File: config.mk
export PLATFORM = sky130hd
export DESIGN_NAME = three_axis_channel_averager
export DESIGN_NICKNAME = d
export VERILOG_FILES = /design/src/rtl/cha_pkg.sv /design/src/rtl/cha_front.sv /design/src/rtl/cha_divider.sv /design/src/rtl/cha_back.sv /design/src/rtl/three_axis_channel_averager.sv
export SDC_FILE = /design/constraint.sdc
export NUM_CORES = 1
export LEC_CHECK = 0
export ABC_AREA = 0
export BUFFER_PORTS_ARGS = -buffer_cell sky130_fd_sc_hd__buf_2
export CORE_ASPECT_RATIO = 1.2
export CORE_MARGIN = 10
export CORE_UTILIZATION = 55
export DETAILED_ROUTE_END_ITERATION = 12
export PLACE_DENSITY = 0.83
export SLEW_MARGIN = 20
export SYNTH_ARGS = -nofsm -noshare
export SYNTH_HDL_FRONTEND = slang
export SYNTH_SLANG_ARGS = --single-unit
File: constraint.sdc
create_clock -name aclk -period 11.1 [get_ports aclk]
set_clock_uncertainty 0.05 [all_clocks]
set_input_delay 2.22 -clock aclk [delete_from_list [all_inputs] [get_ports aclk]]
set_output_delay 2.22 -clock aclk [all_outputs]
set_load 0.005 [all_outputs]
File: src/rtl/cha_pkg.sv
// shared types and constants for the three-axis channel averager
`timescale 1ns / 1ps

package cha_pkg;

    localparam int AXES   = 3;
    localparam int AXIS_W = 2;
    localparam int SUM_W  = 32;
    localparam int OUT_W  = 24;
    localparam int USER_W = 3;

    localparam int QUEUE_DEPTH = 4;
    localparam int QPTR_W      = 2;
    localparam int QCNT_W      = 3;

    localparam logic [OUT_W-1:0] OUT_MAX = '1;

    localparam logic MODE_SAMPLE = 1'b0;
    localparam logic MODE_READ   = 1'b1;

    localparam logic [1:0] CH_X   = 2'd0;
    localparam logic [1:0] CH_REF = 2'd1;
    localparam logic [1:0] CH_Y   = 2'd2;
    localparam logic [1:0] CH_Z   = 2'd3;

    typedef logic [AXIS_W-1:0] axis_t;

    localparam axis_t AXIS_X = 2'd0;
    localparam axis_t AXIS_Y = 2'd1;
    localparam axis_t AXIS_Z = 2'd2;

    typedef struct packed {
        logic  is_read;
        axis_t axis;
    } cha_item_t;

endpackage

File: src/rtl/cha_front.sv
// input side: takes transactions, maps channels to axes, drops reference samples, queues items
`timescale 1ns / 1ps

module cha_front
    import cha_pkg::*;
#(
    parameter int SAMPLE_BITS = 16,
    parameter int DATA_W      = 16
) (
    input  logic                   aclk,
    input  logic                   aresetn,
    input  logic                   s_axis_tvalid,
    output logic                   s_axis_tready,
    input  logic [DATA_W-1:0]      s_axis_tdata,
    input  logic [USER_W-1:0]      s_axis_tuser,
    output logic                   item_valid,
    input  logic                   item_ready,
    output cha_item_t              item,
    output logic [SAMPLE_BITS-1:0] item_sample
);

    cha_item_t              item_q [QUEUE_DEPTH];
    logic [SAMPLE_BITS-1:0] sample_q [QUEUE_DEPTH];

    logic [QPTR_W-1:0] wr_ptr_reg;
    logic [QPTR_W-1:0] rd_ptr_reg;
    logic [QCNT_W-1:0] count_reg;

    logic      in_mode;
    logic [1:0] in_channel;
    logic      is_ref;
    logic      push;
    logic      pop;
    cha_item_t in_item;

    assign in_mode    = s_axis_tuser[0];
    assign in_channel = s_axis_tuser[2:1];

    always_comb begin
        in_item.is_read = (in_mode == MODE_READ);
        case (in_channel)
            CH_X:    in_item.axis = AXIS_X;
            CH_Y:    in_item.axis = AXIS_Y;
            CH_Z:    in_item.axis = AXIS_Z;
            default: in_item.axis = AXIS_X;
        endcase
    end

    // reference samples change nothing, so they never enter the queue
    assign is_ref = (in_mode == MODE_SAMPLE) && (in_channel == CH_REF);

    assign s_axis_tready = (count_reg != QCNT_W'(QUEUE_DEPTH));
    assign push          = s_axis_tvalid && s_axis_tready && !is_ref;
    assign item_valid    = (count_reg != '0);
    assign pop           = item_valid && item_ready;
    assign item          = item_q[rd_ptr_reg];
    assign item_sample   = sample_q[rd_ptr_reg];

    always_ff @(posedge aclk) begin
        if (!aresetn) begin
            wr_ptr_reg <= '0;
            rd_ptr_reg <= '0;
            count_reg  <= '0;
        end else begin
            if (push) begin
                wr_ptr_reg <= wr_ptr_reg + 1'b1;
            end
            if (pop) begin
                rd_ptr_reg <= rd_ptr_reg + 1'b1;
            end
            if (push && !pop) begin
                count_reg <= count_reg + 1'b1;
            end else if (pop && !push) begin
                count_reg <= count_reg - 1'b1;
            end
        end
    end

    always_ff @(posedge aclk) begin
        if (push) begin
            item_q[wr_ptr_reg]   <= in_item;
            sample_q[wr_ptr_reg] <= s_axis_tdata[SAMPLE_BITS-1:0];
        end
    end

endmodule

File: src/rtl/cha_divider.sv
// serial restoring divider, one quotient bit per cycle, with saturation to the output width
`timescale 1ns / 1ps

module cha_divider
    import cha_pkg::*;
#(
    parameter int FRACTION_BITS = 8
) (
    input  logic             aclk,
    input  logic             aresetn,
    input  logic             start,
    input  logic [SUM_W-1:0] sum,
    input  logic [SUM_W-1:0] den,
    output logic             done,
    output logic [OUT_W-1:0] quot
);

    localparam int NUM_W = SUM_W + FRACTION_BITS;
    localparam int CNT_W = $clog2(NUM_W + 1);

    logic [NUM_W-1:0] quo_reg;
    logic [SUM_W-1:0] rem_reg;
    logic [SUM_W-1:0] den_reg;
    logic [CNT_W-1:0] cnt_reg;
    logic             busy_reg;
    logic             done_reg;

    logic [SUM_W:0]   rem_shift;
    logic [SUM_W:0]   rem_diff;
    logic             fits;

    assign rem_shift = {rem_reg, quo_reg[NUM_W-1]};
    assign rem_diff  = rem_shift - {1'b0, den_reg};
    assign fits      = (rem_shift >= {1'b0, den_reg});

    always_ff @(posedge aclk) begin
        if (!aresetn) begin
            busy_reg <= 1'b0;
            done_reg <= 1'b0;
            cnt_reg  <= '0;
        end else begin
            done_reg <= !start && busy_reg && (cnt_reg == CNT_W'(NUM_W - 1));
            if (start) begin
                busy_reg <= 1'b1;
                cnt_reg  <= '0;
            end else if (busy_reg) begin
                cnt_reg <= cnt_reg + 1'b1;
                if (cnt_reg == CNT_W'(NUM_W - 1)) begin
                    busy_reg <= 1'b0;
                end
            end
        end
    end

    always_ff @(posedge aclk) begin
        if (start) begin
            quo_reg <= NUM_W'(sum) << FRACTION_BITS;
            rem_reg <= '0;
            den_reg <= den;
        end else if (busy_reg) begin
            quo_reg <= {quo_reg[NUM_W-2:0], fits};
            rem_reg <= fits ? rem_diff[SUM_W-1:0] : rem_shift[SUM_W-1:0];
        end
    end

    assign done = done_reg;
    assign quot = (|quo_reg[NUM_W-1:OUT_W]) ? OUT_MAX : quo_reg[OUT_W-1:0];

endmodule

File: src/rtl/cha_back.sv
// execution side: axis accumulators, read snapshot, division sequence and result register
`timescale 1ns / 1ps

module cha_back
    import cha_pkg::*;
#(
    parameter int SAMPLE_BITS   = 16,
    parameter int FRACTION_BITS = 8
) (
    input  logic                   aclk,
    input  logic                   aresetn,
    input  logic                   item_valid,
    output logic                   item_ready,
    input  cha_item_t              item,
    input  logic [SAMPLE_BITS-1:0] item_sample,
    output logic                   m_axis_tvalid,
    input  logic                   m_axis_tready,
    output logic [3*OUT_W-1:0]     m_axis_tdata
);

    typedef enum logic [2:0] {
        ST_IDLE = 3'b001,
        ST_DIV  = 3'b010,
        ST_OUT  = 3'b100
    } back_state_t;

    back_state_t state_reg;

    logic [SUM_W-1:0] sum_reg  [AXES];
    logic [SUM_W-1:0] cnt_reg  [AXES];
    logic [SUM_W-1:0] snap_sum_reg [AXES];
    logic [SUM_W-1:0] snap_cnt_reg [AXES];
    logic [OUT_W-1:0] quot_reg [AXES];

    axis_t              sel_reg;
    logic               start_reg;
    logic               out_valid_reg;
    logic [3*OUT_W-1:0] out_data_reg;

    logic             pop;
    logic             read_pop;
    logic             sample_pop;
    logic             div_done;
    logic [OUT_W-1:0] div_quot;
    logic [SUM_W-1:0] div_den;
    logic             out_load;

    // samples keep flowing while a read is being divided; a new read waits
    assign item_ready = !item.is_read || (state_reg == ST_IDLE);
    assign pop        = item_valid && item_ready;
    assign read_pop   = pop && item.is_read;
    assign sample_pop = pop && !item.is_read;
    assign out_load   = (state_reg == ST_OUT) && (!out_valid_reg || m_axis_tready);

    // an empty axis divides by one
    assign div_den = (snap_cnt_reg[sel_reg] == '0) ? SUM_W'(1) : snap_cnt_reg[sel_reg];

    cha_divider #(
        .FRACTION_BITS (FRACTION_BITS)
    ) u_divider (
        .aclk    (aclk),
        .aresetn (aresetn),
        .start   (start_reg),
        .sum     (snap_sum_reg[sel_reg]),
        .den     (div_den),
        .done    (div_done),
        .quot    (div_quot)
    );

    always_ff @(posedge aclk) begin
        if (!aresetn) begin
            state_reg     <= ST_IDLE;
            sel_reg       <= AXIS_X;
            start_reg     <= 1'b0;
            out_valid_reg <= 1'b0;
            for (int k = 0; k < AXES; k++) begin
                sum_reg[k] <= '0;
                cnt_reg[k] <= '0;
            end
        end else begin
            start_reg <= ((state_reg == ST_IDLE) && read_pop)
                      || ((state_reg == ST_DIV) && div_done
                          && (sel_reg != AXIS_W'(AXES - 1)));
            out_valid_reg <= out_load || (out_valid_reg && !m_axis_tready);
            if (sample_pop) begin
                sum_reg[item.axis] <= sum_reg[item.axis] + SUM_W'(item_sample);
                cnt_reg[item.axis] <= cnt_reg[item.axis] + 1'b1;
            end
            case (state_reg)
                ST_IDLE: begin
                    if (read_pop) begin
                        for (int k = 0; k < AXES; k++) begin
                            sum_reg[k] <= '0;
                            cnt_reg[k] <= '0;
                        end
                        sel_reg   <= AXIS_X;
                        state_reg <= ST_DIV;
                    end
                end
                ST_DIV: begin
                    if (div_done) begin
                        if (sel_reg == AXIS_W'(AXES - 1)) begin
                            state_reg <= ST_OUT;
                        end else begin
                            sel_reg <= sel_reg + 1'b1;
                        end
                    end
                end
                ST_OUT: begin
                    if (out_load) begin
                        state_reg <= ST_IDLE;
                    end
                end
                default: begin
                    state_reg <= ST_IDLE;
                end
            endcase
        end
    end

    always_ff @(posedge aclk) begin
        if (read_pop && (state_reg == ST_IDLE)) begin
            for (int k = 0; k < AXES; k++) begin
                snap_sum_reg[k] <= sum_reg[k];
                snap_cnt_reg[k] <= cnt_reg[k];
            end
        end
        if ((state_reg == ST_DIV) && div_done) begin
            quot_reg[sel_reg] <= div_quot;
        end
        if (out_load) begin
            out_data_reg <= {quot_reg[2], quot_reg[1], quot_reg[0]};
        end
    end

    assign m_axis_tvalid = out_valid_reg;
    assign m_axis_tdata  = out_data_reg;

endmodule

File: src/rtl/three_axis_channel_averager.sv
// top level of the three-axis channel averager: input queue, accumulators and divider
//
//  channel | direction | tdata (low bit up)        | tuser (low bit up)
//  s_axis  | in        | sample                    | mode, channel[1:0]
//  m_axis  | out       | avg_x, avg_y, avg_z       | -
//
//  a sample transaction is absorbed while the queue has room; the four-entry queue feeds the accumulators
//  an accepted read divides the snapshot of each axis in turn, x, y then z, and then shows its result on m_axis
//  samples behind a read keep accumulating during the division; a second read waits
//  aresetn clears sums, counts, queue and sequencer at once, no clearing pass
//  a result held on m_axis stalls the read after next at the queue head, and samples behind it wait
`timescale 1ns / 1ps

module three_axis_channel_averager
    import cha_pkg::*;
#(
    parameter int SAMPLE_BITS   = 16,
    parameter int FRACTION_BITS = 8,
    parameter int DATA_W        = ((SAMPLE_BITS + 7) / 8) * 8
) (
    input  logic               aclk,
    input  logic               aresetn,
    input  logic               s_axis_tvalid,
    output logic               s_axis_tready,
    input  logic [DATA_W-1:0]  s_axis_tdata,   // sample
    input  logic [USER_W-1:0]  s_axis_tuser,   // mode, channel
    output logic               m_axis_tvalid,
    input  logic               m_axis_tready,
    output logic [3*OUT_W-1:0] m_axis_tdata    // avg_x, avg_y, avg_z
);

    logic                   item_valid;
    logic                   item_ready;
    cha_item_t              item;
    logic [SAMPLE_BITS-1:0] item_sample;

    cha_front #(
        .SAMPLE_BITS (SAMPLE_BITS),
        .DATA_W      (DATA_W)
    ) u_front (
        .aclk          (aclk),
        .aresetn       (aresetn),
        .s_axis_tvalid (s_axis_tvalid),
        .s_axis_tready (s_axis_tready),
        .s_axis_tdata  (s_axis_tdata),
        .s_axis_tuser  (s_axis_tuser),
        .item_valid    (item_valid),
        .item_ready    (item_ready),
        .item          (item),
        .item_sample   (item_sample)
    );

    cha_back #(
        .SAMPLE_BITS   (SAMPLE_BITS),
        .FRACTION_BITS (FRACTION_BITS)
    ) u_back (
        .aclk          (aclk),
        .aresetn       (aresetn),
        .item_valid    (item_valid),
        .item_ready    (item_ready),
        .item          (item),
        .item_sample   (item_sample),
        .m_axis_tvalid (m_axis_tvalid),
        .m_axis_tready (m_axis_tready),
        .m_axis_tdata  (m_axis_tdata)
    );

endmodule

==> results of run 1 <==
==> report_power, final <==
group	leakage (nW)	switching, mW	internal (mW)	total, mW
clock network	1.21	1.11	1.48	2.59
registers	7.09	0.346	4.37	4.71
logic	4.34	2.17	1.19	3.36
total	12.6	3.63	7.04	10.7
==> metal layers <==
metal,vias to the layer above,global-route usage (%),part of all wire [%]
met5,-,0,0
met4,0,7.08,3.0
met3,159,3.73,7.4
met2,793,33.5,52
met1,9387,21.9,37
li1,8658,-,-
==> path summary, 6_finish.rpt <==
kind	end	slack, ns	depth (start not counted)
max	u_back.sum_reg[0][18]	4.87	15
min	m_axis_tdata[54]	0.37	0
max reg2reg	u_back.sum_reg[0][18]	4.87	15
min reg2reg	m_axis_tdata[54]	0.37	0
==> layout make-up <==
| cell class | count | area [sq um] |
|---|---|---|
| fill | 4260 | 23300 |
| sequential | 798 | 23300 |
| multi-input combinational | 1276 | 9300 |
| tap | 808 | 1010 |
| timing repair buffer | 118 | 646 |
| inverter | 120 | 455 |
| clock inverter | 45 | 564 |
| clock buffer | 93 | 1940 |
==> per-stage QoR <==
step	hold slack (ns)	power [mW]	utilization, %
after global routing	0.374	11.2	61.5
final	0.367	10.7	61.5
after global placement	0.353	7.85	57.3
after floorplan	0.350	7.21	-
after CTS	0.368	10.7	61.5
after detailed placement	0.355	8.05	57.3
==> cell usage in the layout, fill, tap and decap left out, types with 5 or more instances in the layout <==
cell                        Yosys  final
sky130_fd_sc_hd__nor2_1       291    291
sky130_fd_sc_hd__a21o_1        17     17
sky130_fd_sc_hd__buf_2          8     96
sky130_fd_sc_hd__nand2_1      135    133
sky130_fd_sc_hd__nand2b_1      12     12
sky130_fd_sc_hd__and3_1        12     11
sky130_fd_sc_hd__ha_1          58     58
sky130_fd_sc_hd__a22o_1        32     32
sky130_fd_sc_hd__a21oi_1       61     61
sky130_fd_sc_hd__edfxtp_1     732    732
sky130_fd_sc_hd__or2_2         27     27
sky130_fd_sc_hd__nand3_1       28     24
sky130_fd_sc_hd__o211ai_1       5      5
sky130_fd_sc_hd__bufinv_16      0      9
sky130_fd_sc_hd__inv_1        119    117
sky130_fd_sc_hd__and2_1        23     23
sky130_fd_sc_hd__xor2_1        50     50
sky130_fd_sc_hd__o21bai_1       7      7
sky130_fd_sc_hd__clkinv_2       0     11
sky130_fd_sc_hd__clkbuf_1      76     18
sky130_fd_sc_hd__nor4_1        12     12
sky130_fd_sc_hd__o21a_1         7      7
sky130_fd_sc_hd__nor3_1         6      6
sky130_fd_sc_hd__mux2i_1      134    134
sky130_fd_sc_hd__clkinv_1       0     11
sky130_fd_sc_hd__nor2b_1       25     23
sky130_fd_sc_hd__buf_4          3     22
sky130_fd_sc_hd__mux4_2        60     58
sky130_fd_sc_hd__dfxtp_1       66     62
sky130_fd_sc_hd__a31oi_1        7      7
sky130_fd_sc_hd__o21ai_0      107    107
sky130_fd_sc_hd__clkbuf_16      0     75
sky130_fd_sc_hd__nand4_1       19     19
sky130_fd_sc_hd__a211oi_1      25     25
sky130_fd_sc_hd__and4_1         5      5
sky130_fd_sc_hd__xnor2_1       44     44
==> synth_stat cells, types with 3 or more instances <==
master,number
sky130_fd_sc_hd__a32oi_1,3
sky130_fd_sc_hd__mux2i_1,134
sky130_fd_sc_hd__ha_1,58
sky130_fd_sc_hd__buf_4,3
sky130_fd_sc_hd__a22o_1,32
sky130_fd_sc_hd__a211oi_1,25
sky130_fd_sc_hd__a31oi_1,7
sky130_fd_sc_hd__mux4_2,60
sky130_fd_sc_hd__dfxtp_1,66
sky130_fd_sc_hd__nor4_1,12
sky130_fd_sc_hd__xor2_1,50
sky130_fd_sc_hd__or2_2,27
sky130_fd_sc_hd__o21a_1,7
sky130_fd_sc_hd__o211ai_1,5
sky130_fd_sc_hd__nor3_1,6
sky130_fd_sc_hd__buf_2,8
sky130_fd_sc_hd__nand2b_1,12
sky130_fd_sc_hd__and3_1,12
sky130_fd_sc_hd__buf_1,9
sky130_fd_sc_hd__and2_1,23
sky130_fd_sc_hd__and4_1,5
sky130_fd_sc_hd__nor2b_1,25
sky130_fd_sc_hd__a21oi_1,61
sky130_fd_sc_hd__nand2_1,135
sky130_fd_sc_hd__nand3_1,28
sky130_fd_sc_hd__fa_1,3
sky130_fd_sc_hd__o21ai_0,107
sky130_fd_sc_hd__xnor2_1,44
sky130_fd_sc_hd__clkbuf_1,76
sky130_fd_sc_hd__a21o_1,17
sky130_fd_sc_hd__buf_6,8
sky130_fd_sc_hd__o21bai_1,7
sky130_fd_sc_hd__edfxtp_1,732
sky130_fd_sc_hd__nand3b_1,3
sky130_fd_sc_hd__inv_1,119
sky130_fd_sc_hd__nor2_1,291
sky130_fd_sc_hd__nand4_1,19
==> logic make-up after synthesis <==
| family | Yosys count | share of synthesized area [%] |
|---|---|---|
| flops | 798 | 69.6 |
| simple gates | 620 | 8.61 |
| compound gates | 299 | 5.69 |
| buf+inv | 225 | 2.82 |
| mux | 200 | 8.35 |
| xor+xnor | 96 | 2.56 |
| fa+ha+maj | 61 | 2.35 |
==> flow_summary.json, run 1 <==
{
  "result_of_the_run": "completed",
  "yosysSeqAreaShare_pct": 69.6,
  "detailedPlace.worstSlack_ns": 4.97,
  "grt_first_pass_wirelength_mm": 106,
  "placement_rows": 99,
  "i_o_buffers": 96,
  "die_y_um": 290,
  "netlist_instances": 2299,
  "stdcell_area_sq_um": 37200,
  "placement.cell_area_sq_um": 34700,
  "worst_slew_margin_rel_pct": 23.4,
  "cpMaxStageDelayCell": "sky130_fd_sc_hd__dfxtp_1",
  "share_of_cells_above_drive_strength_1_pct": 14.2,
  "setup_slack_ns": 4.87,
  "cts-root-buf": "sky130_fd_sc_hd__clkbuf_16",
  "wl_per_cell_um": 20.8,
  "grt.total_usage_pct": 18.8,
  "final.min_clock_period_ns": 6.23,
  "violation_count_after_the_first_detailed_route_iteration": 1608,
  "crit_fanout": 45,
  "yosysWarnings": 0,
  "critPathBufInv": 2,
  "drtAntennaViolNets": 0,
  "design.core.area_sq_um": 60600,
  "start_kind": "register",
  "critical-path-max-stage-delay_ns": 0.96,
  "rsz0062_at_grt": "no",
  "vias_per_cell": 5.83,
  "die_area_sq_um": 71200,
  "timing_worst_setup_path_type": "reg2reg",
  "ys_async_sr_fraction_pct": 0,
  "cp_cell_sequence": "mux4_4 > buf_4 > mux4_2 > ha_1 > inv_1 > fa_1 > nor2b_1 > o21ai_0 > a21oi_1 > o41a_1 > a21o_1 > a221o_1 > and3_1 > xnor2_1 > nor2_1",
  "grt_max_degree": 110,
  "cts_setup_buffers": 0,
  "cts_tree": "built",
  "ys_dominant_reg_cell": "sky130_fd_sc_hd__edfxtp_1",
  "synthTopCellsByArea": "sky130_fd_sc_hd__edfxtp_1 (66%), sky130_fd_sc_hd__mux4_2 (4.0%), sky130_fd_sc_hd__mux2i_1 (4.0%), sky130_fd_sc_hd__dfxtp_1 (3.9%), sky130_fd_sc_hd__nor2_1 (3.3%)",
  "cts_sinks": 798,
  "initial_core_util_pct": 55.2,
  "postSynthRegisterBits": 798,
  "worst_pin_slew_ns": 1.14,
  "critPathRequiredTime_ns": 11.40,
  "cts_repair_resize_count": 0,
  "setup_total_negative_slack_ns": 0,
  "clockBufferDepth": 3,
  "dp_cells": 3120,
  "top_level_port_count": 97,
  "die_width_um": 245,
  "post_synthesis_cell_area_sq_um": 33500,
  "grt_pass1_vias": 19700,
  "final_max_slew_viol_count": 0,
  "synth_top_area_cell": "sky130_fd_sc_hd__edfxtp_1",
  "cellPowerDensity_nw_per_um2": 286,
  "place.gp.congestion": 0.881,
  "cap_viol_max_count": 0,
  "htreeDepth": 3,
  "synth.top_cell.area_share_pct": 65.7,
  "numCtsBuffers": 75,
  "detailedPlacementHpwl_mm": 41.4,
  "path_delay_family": "compound AO/OA/AOI/OAI gates",
  "setup_crit_end_kind": "register",
  "detail_route.drc_violations": 0,
  "min_from": "u_back.quot_reg[2][6]",
  "num_antenna_cells": 0,
  "syn-num-nets": 2383,
  "vias": 19000,
  "clk_pin_slew_ns": 0.06,
  "critical_path_arrival_ns": 6.53,
  "post_synth.cell_area_avg_sq_um": 14.6,
  "leak_pwr_nw": 12.6,
  "cts.hold.buffers_added": 0,
  "power.ir.vdd_worst_v": 0.000170,
  "area_delta_synth_final_pct": 11.3,
  "detail_route.wirelength_mm": 67.7,
  "globalRouteOverflowTotal": 0,
  "hold_violations": 0,
  "final_min_period_over_clock_period_pct": 56.1,
  "clock_insertion_delay_worst_skew_ns": 0.63,
  "antenna_found_initial": 0,
  "nets": 2473,
  "yosys.cell_types.count": 78,
  "min_path_type": "reg2reg",
  "drt_first_pass_iters": 5,
  "achievable-frequency_ghz": 0.161,
  "setup_viol": 0,
  "stdcell_count": 3258,
  "synth_edf_count": 732
}
Power figures use the tool's default switching activity.
==> run 2, diff against run 1 <==
Clock period 11.1 ns to 5.8 ns, I/O delays scaled along.
==> run 2 against run 1 <==
  * Final area is essentially flat
  * Power up 91%
  * Setup slack got worse by 4.2 ns
  * Combinational power grew 94%
  * Utilization rose by 0.054 points
  * Cell count hardly changed
  * Die area did not move
  * Hold slack lost 0.0039 ns
  * Maximum frequency up 22%
  * Global-route usage grew 0.087 points
  * Critical path type unchanged
  * Critical endpoint is now u_back.sum_reg[2][29]
  * Routed wire length rose by 0.65%
  * Largest cell class unchanged
  * Sequential power grew 91%
==> flow_summary.json, run 2 (synthesis gave the netlist of run 1 again) <==
{
  "nets": 2477,
  "fillers": 4190,
  "share_of_cells_above_drive_strength_1_pct": 14.3,
  "critical_path_arrival_ns": 5.41,
  "setup_viol": 0,
  "grt.met1_usage_pct": 22.4,
  "grt.total_usage_pct": 18.9,
  "detailedPlacementHpwl_mm": 42.2,
  "detail_route.drc_violations": 0,
  "clock_insertion_delay_worst_skew_ns": 0.65,
  "cts_sinks": 798,
  "i_o_buffers": 96,
  "worst_pin_slew_ns": 1.14,
  "achievable-frequency_ghz": 0.195,
  "vias_per_cell": 5.81,
  "min_path_type": "reg2reg",
  "stdcell_count": 3260,
  "timing_worst_setup_path_type": "reg2reg",
  "critPathRequiredTime_ns": 6.09,
  "clk_pin_slew_ns": 0.06,
  "power.ir.vdd_worst_v": 0.000322,
  "cts-root-buf": "sky130_fd_sc_hd__clkbuf_16",
  "wl_per_cell_um": 20.9,
  "result_of_the_run": "completed",
  "initial_core_util_pct": 55.2,
  "placement_rows": 99,
  "use_met2_pct": 33.4,
  "final_cell_mix": "sky130_fd_sc_hd__edfxtp_1 (732), sky130_fd_sc_hd__nor2_1 (291), sky130_fd_sc_hd__mux2i_1 (134)",
  "cts.hold.buffers_added": 0,
  "cts_repair_resize_count": 0,
  "drtAntennaViolNets": 0,
  "busiest_layer": "met2",
  "final_min_period_over_clock_period_pct": 88.2,
  "leak_pwr_nw": 12.6,
  "detail_route.wirelength_mm": 68.1,
  "setup_total_negative_slack_ns": 0,
  "drt_first_pass_iters": 6,
  "layout_commonest_cell": "sky130_fd_sc_hd__edfxtp_1",
  "crit_fanout": 23,
  "violation_count_after_the_first_detailed_route_iteration": 1731,
  "die_width_um": 245,
  "die_y_um": 290,
  "top_level_port_count": 97,
  "numCtsBuffers": 75,
  "globalRouteOverflowTotal": 0,
  "vias": 18900,
  "final.min_clock_period_ns": 5.12,
  "grt_pass1_vias": 19400,
  "final_max_slew_viol_count": 0,
  "hold_violations": 0,
  "cellPowerDensity_nw_per_um2": 547,
  "area_delta_synth_final_pct": 11.4,
  "rsz0062_at_grt": "no",
  "antenna_found_initial": 1,
  "grt_first_pass_wirelength_mm": 106,
  "setup_crit_end_kind": "register",
  "clockBufferDepth": 3,
  "cts_setup_buffers": 0,
  "cts_tree": "built",
  "start_kind": "register",
  "num_antenna_cells": 0,
  "cap_viol_max_count": 0,
  "die_area_sq_um": 71200,
  "dp_cells": 3124,
  "hold_slack_ns": 0.363,
  "place.gp.congestion": 0.886,
  "worst_slew_margin_rel_pct": 23.5,
  "htreeDepth": 3,
  "grt.met3_usage_pct": 3.86,
  "grt_max_degree": 73,
  "design.core.area_sq_um": 60600
}
==> run 2: changes by cell type in the layout (fill, tap and decap cells not counted), moves of 3 or more <==
| cell | change |
|---|---|
| sky130_fd_sc_hd__clkinv_1 | +4 |
| sky130_fd_sc_hd__buf_12 | +3 |
| sky130_fd_sc_hd__clkbuf_1 | -4 |
| sky130_fd_sc_hd__clkinv_16 | +3 |
| sky130_fd_sc_hd__clkinvlp_4 | +4 |
| sky130_fd_sc_hd__bufinv_16 | -3 |
==> run 2: layer usage <==
| metal | routed length, um | vias to the layer above |
|---|---|---|
| li1 | - | 8669 |
| met1 | 25800 | 9383 |
| met2 | 35600 | 743 |
| met3 | 4910 | 146 |
| met4 | 1810 | 2 |
| met5 | 20 | - |
==> run 2: final timing paths <==
kind / startpoint / to / slack (ns) / cells after the start
setup / recovery: register / u_back.sum_reg[2][29] / 0.68 / 14
setup reg to reg: register / u_back.sum_reg[2][29] / 0.68 / 14
hold reg to reg: u_back.quot_reg[1][1] / m_axis_tdata[25] / 0.36 / 0
hold / removal: u_back.quot_reg[1][1] / m_axis_tdata[25] / 0.36 / 0
==> run 2: area by class of cell <==
| type | count | area [sq um] | area share (%) |
|---|---|---|---|
| Timing Repair Buffer | 122 | 713 | 1.91 |
| Multi-Input combinational cell | 1276 | 9300 | 25.0 |
| Clock buffer | 89 | 1930 | 5.18 |
| Tap cell | 808 | 1010 | 2.71 |
| Sequential cell | 798 | 23300 | 62.6 |
| Inverter | 120 | 455 | 1.22 |
| Clock inverter | 47 | 544 | 1.46 |
==> run 2: through the flow <==
step	area [sq um]	total power, mW	utilization [%]	worst slack, ns
after global routing	37300	21.4	61.5	0.309
after detailed placement	34800	15.5	57.4	0.764
after global placement	34800	15.1	57.4	0.936
after floorplan	33500	13.8	-	0.268
final	37300	20.4	61.5	0.684
after CTS	37300	20.4	61.5	0.711
==> run 2: power breakdown <==
group	switching (mW)	internal, mW
sequential	0.647	8.34
combinational	4.21	2.31
clock	2.16	2.70
total	7.02	13.4
==> run 2: worst max-delay path: stages (launching register included) <==
cell and delay, ns:
sky130_fd_sc_hd__dfxtp_1 0.61, sky130_fd_sc_hd__mux4_4 0.80, sky130_fd_sc_hd__mux2i_1 0.24, sky130_fd_sc_hd__nor2_1 0.06
sky130_fd_sc_hd__or2_2 0.32, sky130_fd_sc_hd__ha_1 0.28, sky130_fd_sc_hd__a21o_1 0.16, sky130_fd_sc_hd__a21oi_1 0.27
sky130_fd_sc_hd__nor2b_1 0.11, sky130_fd_sc_hd__o41ai_1 0.53, sky130_fd_sc_hd__o21ai_0 0.43, sky130_fd_sc_hd__o211ai_2 0.43
sky130_fd_sc_hd__nor2_1 0.12, sky130_fd_sc_hd__xnor2_1 0.32, sky130_fd_sc_hd__nor2_1 0.11
